File: src/design/smac_pkg.sv
// shared types, constants and table functions for the attitude controller
package smac_pkg;

   localparam int unsigned NUM_REGS = 7;
   localparam logic [2:0] REG_SLOPES  = 3'd0;
   localparam logic [2:0] REG_GAINS   = 3'd1;
   localparam logic [2:0] REG_OUTGAIN = 3'd2;
   localparam logic [2:0] REG_OFFSETS = 3'd3;
   localparam logic [2:0] REG_INERTIA = 3'd4;
   localparam logic [2:0] REG_MASS    = 3'd5;
   localparam logic [2:0] REG_CENTER  = 3'd6;

   localparam logic signed [17:0] Q12_PI      = 18'sd12868;
   localparam logic signed [17:0] Q12_TWO_PI  = 18'sd25736;
   localparam logic signed [17:0] Q12_HALF_PI = 18'sd6434;
   localparam logic signed [15:0] DEG_TO_RAD  = 16'sd18292;
   localparam logic signed [16:0] GRAVITY     = 17'sd40182;
   localparam int OUT_MAX = 16383;

   // per-axis sine/tanh interpolation operands
   typedef struct packed {
      logic              neg;
      logic signed [13:0] base;
      logic signed [13:0] slope;
      logic [8:0]         frac;
   } interp_type;

   // tanh table at steps of 1/8
   function automatic logic [12:0] tanh_tab(input logic [5:0] i);
      logic [12:0] v;
      case (i)
         6'd0: v = 13'd0;     6'd1: v = 13'd509;   6'd2: v = 13'd1003;
         6'd3: v = 13'd1468;  6'd4: v = 13'd1893;  6'd5: v = 13'd2272;
         6'd6: v = 13'd2602;  6'd7: v = 13'd2883;  6'd8: v = 13'd3119;
         6'd9: v = 13'd3315;  6'd10: v = 13'd3475; 6'd11: v = 13'd3604;
         6'd12: v = 13'd3707; 6'd13: v = 13'd3790; 6'd14: v = 13'd3856;
         6'd15: v = 13'd3908; 6'd16: v = 13'd3949; 6'd17: v = 13'd3981;
         6'd18: v = 13'd4006; 6'd19: v = 13'd4026; 6'd20: v = 13'd4041;
         6'd21: v = 13'd4053; 6'd22: v = 13'd4063; 6'd23: v = 13'd4070;
         6'd24: v = 13'd4076; 6'd25: v = 13'd4080; 6'd26: v = 13'd4084;
         6'd27: v = 13'd4086; 6'd28: v = 13'd4089; 6'd29: v = 13'd4090;
         6'd30: v = 13'd4091; 6'd31: v = 13'd4092;
         default: v = 13'd4093;
      endcase
      return v;
   endfunction

   // sine table on the first quadrant at steps of 1/8
   function automatic logic [12:0] sin_tab(input logic [3:0] i);
      logic [12:0] v;
      case (i)
         4'd0: v = 13'd0;     4'd1: v = 13'd511;   4'd2: v = 13'd1013;
         4'd3: v = 13'd1500;  4'd4: v = 13'd1964;  4'd5: v = 13'd2397;
         4'd6: v = 13'd2792;  4'd7: v = 13'd3144;  4'd8: v = 13'd3447;
         4'd9: v = 13'd3696;  4'd10: v = 13'd3887; 4'd11: v = 13'd4018;
         4'd12: v = 13'd4086; default: v = 13'd4090;
      endcase
      return v;
   endfunction

   // table lookup operands for tanh of a Q12 value
   function automatic interp_type tanh_setup(input logic signed [21:0] x);
      interp_type t;
      logic [21:0] a;
      a = x[21] ? 22'(-x) : 22'(x);
      t.neg = x[21];
      if (a >= 22'd16384) begin
         t.base  = 14'sd4093;
         t.slope = 14'sd0;
         t.frac  = 9'd0;
      end else begin
         t.base  = $signed({1'b0, tanh_tab(6'(a[13:9]))});
         t.slope = $signed({1'b0, tanh_tab(6'(a[13:9]) + 6'd1)})
                 - $signed({1'b0, tanh_tab(6'(a[13:9]))});
         t.frac  = a[8:0];
      end
      return t;
   endfunction

   // table lookup operands for sine of an angle already reduced to [0, 2pi)
   function automatic interp_type sin_setup(input logic signed [17:0] r0);
      interp_type t;
      logic signed [17:0] r;
      r = r0;
      t.neg = r >= Q12_PI;
      if (t.neg) r = r - Q12_PI;
      if (r > Q12_HALF_PI) r = Q12_PI - r;
      t.base  = $signed({1'b0, sin_tab(r[12:9])});
      t.slope = $signed({1'b0, sin_tab(4'(r[12:9]) + 4'd1)})
              - $signed({1'b0, sin_tab(r[12:9])});
      t.frac  = r[8:0];
      return t;
   endfunction

   // finish the linear interpolation with rounding and apply the sign
   function automatic logic signed [13:0] interp_done(input interp_type t);
      logic signed [24:0] p;
      logic signed [13:0] y;
      p = 25'(t.slope * $signed({1'b0, t.frac})) + 25'sd256;
      y = t.base + 14'(p >>> 9);
      return t.neg ? -y : y;
   endfunction

   // reduce a 17-bit signed angle of at least -4pi into [0, 2pi)
   function automatic logic signed [17:0] wrap_2pi(input logic signed [16:0] x);
      logic signed [17:0] r;
      r = 18'(x);
      if (r < 0) r = r + Q12_TWO_PI;
      if (r < 0) r = r + Q12_TWO_PI;
      if (r >= Q12_TWO_PI) r = r - Q12_TWO_PI;
      if (r >= Q12_TWO_PI) r = r - Q12_TWO_PI;
      return r;
   endfunction

endpackage

File: src/design/smac_csr.sv
// configuration register file for the attitude controller
module smac_csr
   import smac_pkg::*;
(
   input  logic        clock,
   input  logic        reset,
   input  logic        csr_valid,
   output logic        csr_ready,
   input  logic [2:0]  csr_index,
   input  logic [47:0] csr_data,
   output logic [47:0] slopes,
   output logic [47:0] gains,
   output logic [47:0] out_gains,
   output logic [47:0] offsets,
   output logic [47:0] inertia,
   output logic [15:0] mass,
   output logic [15:0] center
);

   logic [47:0] slopes_ff, gains_ff, out_gains_ff, offsets_ff, inertia_ff;
   logic [15:0] mass_ff, center_ff;

   assign csr_ready = 1'b1;

   // register write decode
   always_ff @(posedge clock) begin
      if (reset) begin
         slopes_ff <= '0; gains_ff <= '0; out_gains_ff <= '0;
         offsets_ff <= '0; inertia_ff <= '0; mass_ff <= '0; center_ff <= '0;
      end else if (csr_valid) begin
         unique case (csr_index)
            REG_SLOPES:  slopes_ff    <= csr_data;
            REG_GAINS:   gains_ff     <= csr_data;
            REG_OUTGAIN: out_gains_ff <= csr_data;
            REG_OFFSETS: offsets_ff   <= csr_data;
            REG_INERTIA: inertia_ff   <= csr_data;
            REG_MASS:    mass_ff      <= csr_data[15:0];
            REG_CENTER:  center_ff    <= csr_data[15:0];
            default: ;
         endcase
      end
   end

   assign slopes = slopes_ff;
   assign gains = gains_ff;
   assign out_gains = out_gains_ff;
   assign offsets = offsets_ff;
   assign inertia = inertia_ff;
   assign mass = mass_ff;
   assign center = center_ff;

endmodule

File: config.mk
export PLATFORM = sky130hd
export DESIGN_NAME = smac_csr
export DESIGN_NICKNAME = d
export VERILOG_FILES = /design/src/design/smac_pkg.sv /design/src/design/smac_csr.sv
export SDC_FILE = /design/constraint.sdc
export NUM_CORES = 1
export LEC_CHECK = 0
export ABC_AREA = 1
export BUFFER_PORTS_ARGS = -buffer_cell sky130_fd_sc_hd__buf_2
export CAP_MARGIN = 30
export CORE_ASPECT_RATIO = 1.25
export CORE_MARGIN = 2
export CORE_UTILIZATION = 51
export DETAILED_ROUTE_END_ITERATION = 7
export PLACE_DENSITY_LB_ADDON = 0.15
export SYNTH_ARGS = -nofsm -noshare
export SYNTH_HDL_FRONTEND = slang
export SYNTH_SLANG_ARGS = --single-unit
File: constraint.sdc
create_clock -name clock -period 1.6 [get_ports clock]
set_input_delay 0.32 -clock clock [delete_from_list [all_inputs] [get_ports clock]]
set_output_delay 0.32 -clock clock [all_outputs]
set_load 0.05 [all_outputs]
## After elaboration in Yosys (flattened, before gate mapping)

Index checks and enable logic that the tools add are counted.
Widths: inputs -> output; s select.

| storage, ports and cells | value |
|---|---|
| bits in registers | 272 |
| input bits | 54 |
| output and inout port bits | 273 |
| logic and storage cells | 21 |

| operators by class | value |
|---|---|
| equal/unequal tests | 6 |
| reduce and logical (&&, ||, !) cells | 8 |

Operator list:

| kind | count |
|---|---|
| $reduce_and 2->1 | 7 |
| $eq 3x3->1 const B | 3 |
| $eq 3x2->1 const B | 2 |
| $eq 3x1->1 const B | 1 |
| $logic_not 3->1 | 1 |

## Longest topological paths before layout

| depth | value |
|---|---|
| word-level depth | 2 |
| gate-level depth with buffers | 7 |
| gate-level depth less buffers | 5 |

## Worst setup path after synthesis

No wires, ideal clock.

| path | value |
|---|---|
| path type | input to register |
| from | in csr_valid |
| to | reg offsets_ff[34], in the netlist offsets[34] |
| setup time | 114 ps |
| data arrival time | 1094 ps |
| data required time | 1486 ps |
| slack | 392 ps |
| stages on the path | 7 |
| buffers on the path | 2 |
| cells stage by stage | inv_1 > nor2_1 > buf_2 > buf_1 > nand3_1 > nand2_1 > nor2_1 |

| on the way | value |
|---|---|
| longest elaborated chain between the ends | 1 |

Ends and longest elaborated chain:

| item | RTL line | source |
|---|---|---|
| start, declared | smac_csr.sv:7 | `input logic csr_valid,` |
| $reduce_and 2->1 (no line) | -- |  |
| end signal, assigned | smac_csr.sv:35 | `REG_OFFSETS: offsets_ff <= csr_data;` |
| end, declared | smac_csr.sv:20 | `logic [47:0] slopes_ff, gains_ff, out_gains_ff, offsets_ff, inertia_ff;` |

Every way passes these cells.
A chain may end at the register's enable or synchronous reset.

## Worst setup path in the final report

| path | value |
|---|---|
| from | reg slopes_ff[0], in the netlist slopes[0] |
| to | out slopes[0] |

RTL lines:

| item | RTL line | source |
|---|---|---|
| start, declared | smac_csr.sv:20 |  |
| start signal, assigned | smac_csr.sv:32 | `REG_SLOPES: slopes_ff <= csr_data;` |
| end, declared | smac_csr.sv:11 | `output logic [47:0] slopes,` |

No word-level cell between the ends.

==> run summary <==
The routability congestion estimate from global placement is 0.8499. The initial standard-cell utilization of the core came out at 51.78%. The routed design could run at a clock period as short as 1.515 ns.

Internal power comes to 10.94 mW. The last element of the critical path is slopes[0]. The final cell count without fillers is 2110. TritonCTS built the clock tree. The overall power consumption is 15.37 mW.

The final net count is 1875. The number of slew-limit violations in the final report is 0. The combinational power share came out at 15.6%. The worst-case reg-to-reg path depth is 2. By count the netlist is led by 550 x nor2_1, 278 x nand2_1, 272 x dfxtp_1, 272 x nand3_1, 51 x inv_1. The met1 routing resource usage after global routing came out at 35.12%. The worst supply voltage drop on vdd is 822.8 uV. The async set-reset flop share out of synthesis is 0%.

The remaining antenna violation count after routing came out at 0. The number of buffers and inverters on the critical path is 1. For this design the ratio of total power to cell area is 1133 nW/um^2. The area enclosed by the die boundary is 22250 um^2. The worst setup path is captured at an output port. The total wirelength of the detailed-routed design came out at 32.68 mm. The clock group share of total power is 38.0%.

The run finished with clean final reports. Counting flops and latches in the post-synthesis netlist gives 272. The net count of the mapped netlist came out at 1601. The average cell area after synthesis came out at 6.943 um^2.

The leakage power figure came out at 6.729 nW. In this design, the stage delay of the slowest critical-path cell is 0.39 ns. The number of DRC markers in iteration 0 is 855. In this run the cell area of the synthesized design comes to 10740 um^2. The worst register-to-register path begins at slopes[0]. The worst path uses 94.67% of the clock period. The met3 track demand over resource is 6.563%. Clock tree synthesis inserted a total of 26 buffers.

The initial antenna violation count is 1. The layer flagged by global routing as most heavily used is met2. The switching share of power came out at 28.83%. The routed layout has 10770 vias. At the later pin of the worst-skew pair, clock insertion delay measures 0.52 ns. Once detailed placement completed, the half-perimeter wirelength came to 21.82 mm. In the synthesized netlist, the number of instances is 1547. After clock tree synthesis, the clock-pin slew on the worst setup and hold paths is 0.06 ns. In the synthesized netlist the dominant register cell turns out to be dfxtp_1. The sequential share of power is 46.4%. Summed over all failing endpoints, the final setup total negative slack is 0 ns. The count of buffers added by post-CTS timing repair for setup is 0. In this run the register-to-register setup slack is 0.96 ns. The top cell family by delay on the critical path is flip-flops.

After clock tree synthesis, the flow added hold-fix buffers numbering 0. Of all nets on the critical path, the largest fanout is 2. The number of placed instances, taps included is 2067. The fraction of final layout cells with drive strength greater than 1 is 22.45%. The synthesized design contains 0 enable-type register cells.

The number of iterations in the first detailed-routing pass came out at 5. The die outline height is 166.3 um. The number of stages on the worst setup path is 1.

Dividing the detail-routed wire length by the instance count gives 15.49 um. The maximum number of pins on one net before global-route repair came out at 60. The area growth from synthesis to layout is 26.30%. The setup-violating endpoint count in the final report came out at 0. The total track usage is 28.41%. Setup repair after global routing left no endpoint under its margin. In this run the critical register-to-register path is captured at slopes[0].

Ranked by total cell area, the synthesized netlist is headed by dfxtp_1 51%, nor2_1 19%, nand3_1 13%. The total overflow reported by the global router is 0. The total count of hold-check failures in the final report is 0. In the routed layout, each cell is associated on average with a via count of 5.102. The total core area came out at 20740 um^2. The number of resized instances in the post-cts repair step came out at 0.

CTS built an H-tree with a depth of 1. By instance count, the leading cell after synthesis is nor2_1. The net switching power figure came out at 4.432 mW. The cell taking the most area after synthesis is dfxtp_1. At the worst endpoint, the required time is 1.28 ns. The startpoint class of the critical path is a flop. The maximum achievable frequency is 660.2 MHz.

Clock skew on the completed layout was measured at 0 ns. The global-route wire length before repair came out at 51.47 mm. The clock passes through at most 3 buffers. In the routed design, unresolved DRC markers number 0.

The critical path is of the reg -> out type. The slowest stage of the critical path belongs to the cell dfxtp_1. For this design the top-level I/O count stands at 327.

Global routing used 47.36% of the available met2 tracks. The sink count of the clock tree came out at 272. The standard-cell row count came out at 59. The number of global-route vias before repair came to 9804.

The number of max-cap violations came out at 0. The sequential-to-total area share from yosys stat is 50.69%. The portion of synthesized cell area occupied by the leading cell type came out at 50.69%. The worst setup path startpoint is slopes[0]. Measured along the x axis, the die boundary spans 133.8 um. The worst endpoint data arrival time is 1.19 ns.

The port buffer count is 325. The number of distinct library cell variants in the gate-level netlist after synthesis came out at 14. The root buffer cell is clkbuf_16. The synthesis warning total came out at 0. The signal on the critical path passes through buf_2. The tightest min-delay check is of the in -> reg type.
[power groups by stage]
| stage | combinational (mW) | clock [mW] | sequential, mW |
|---|---|---|---|
| after floorplan | 0.897 | 0 | 8.09 |
| after global placement | 2.38 | 0 | 7.28 |
| after detailed placement | 2.39 | 0 | 7.29 |
| after CTS | 2.40 | 5.92 | 7.14 |
| after global routing | 2.57 | 6.20 | 7.16 |
| final | 2.39 | 5.84 | 7.14 |
[registers in the layout (all words and copies together) (netlist names)]
| signal | cells |
|---|---|
| out_gains | 48 |
| offsets | 48 |
| inertia | 48 |
| gains | 48 |
| center | 16 |
| slopes | 48 |
| mass | 16 |
[cell families (layout without fill, tap and decap cells)]
| kind of cell | after synthesis | after routing | share of synthesized area, % |
|---|---|---|---|
| buffers and inverters | 169 | 457 | 7.280 |
| flip-flops | 272 | 272 | 50.69 |
| other | 1 | 2 | 0.03491 |
| AND/OR/NAND/NOR | 1105 | 1105 | 41.99 |
[how the worst min path moves through the flow]
stage | start | endpoint | slack [ns] | cells after the start
6_report | reset | inertia[36] | 0.18 | 4
5_1_grt | reset | inertia[36] | 0.19 | 4
4_1_cts | reset | inertia[36] | 0.18 | 4
3_5_place_dp | center[10] | center[10] | 0.47 | 2
3_3_place_gp | inertia[37] | inertia[37] | 0.46 | 2
2_1_floorplan | csr_index[1] | gains[0] | 0.56 | 4
[routing by layer]
metal / share of wire, % / vias up
met5: 0 / -
met1: 39 / 4868
met4: 4.3 / 0
met3: 9.2 / 86
li1: - / 5332
met2: 48 / 479
[cells in the final DEF (no fill, tap or decap), drive strengths merged]
master,Yosys,routed
clkinv,0,3
nand2,278,278
diode,0,1
buf,83,360
nor2,555,555
conb,1,1
dfxtp,272,272
clkbuf,31,39
nand3,272,272
inv,55,55
[metrics by stage]
| stage | area (um^2) | setup WS [ns] | utilization, % | hold WS (ns) |
|---|---|---|---|---|
| after floorplan | 10740 | 0.3920 | - | 0.5622 |
| after global placement | 12770 | 0.1682 | 61.55 | 0.4560 |
| after detailed placement | 12770 | 0.1451 | 61.55 | 0.4658 |
| after CTS | 13560 | 0.07393 | 65.39 | 0.1763 |
| after global routing | 13560 | 0.06082 | 65.39 | 0.1909 |
| final | 13570 | 0.08527 | 65.40 | 0.1804 |
[area by class of cell]
cell class / instances / area [um^2]
tap: 274 / 342.8
clock buffer: 39 / 780.7
clock inverter: 3 / 15.01
antenna: 1 / 2.502
timing repair buffer: 360 / 2202
fill: 1881 / 7177
sequential: 272 / 5445
multi-input combinational: 1106 / 4564
inverter: 55 / 214.0
Note: power is estimated with default switching activity, not from simulation.
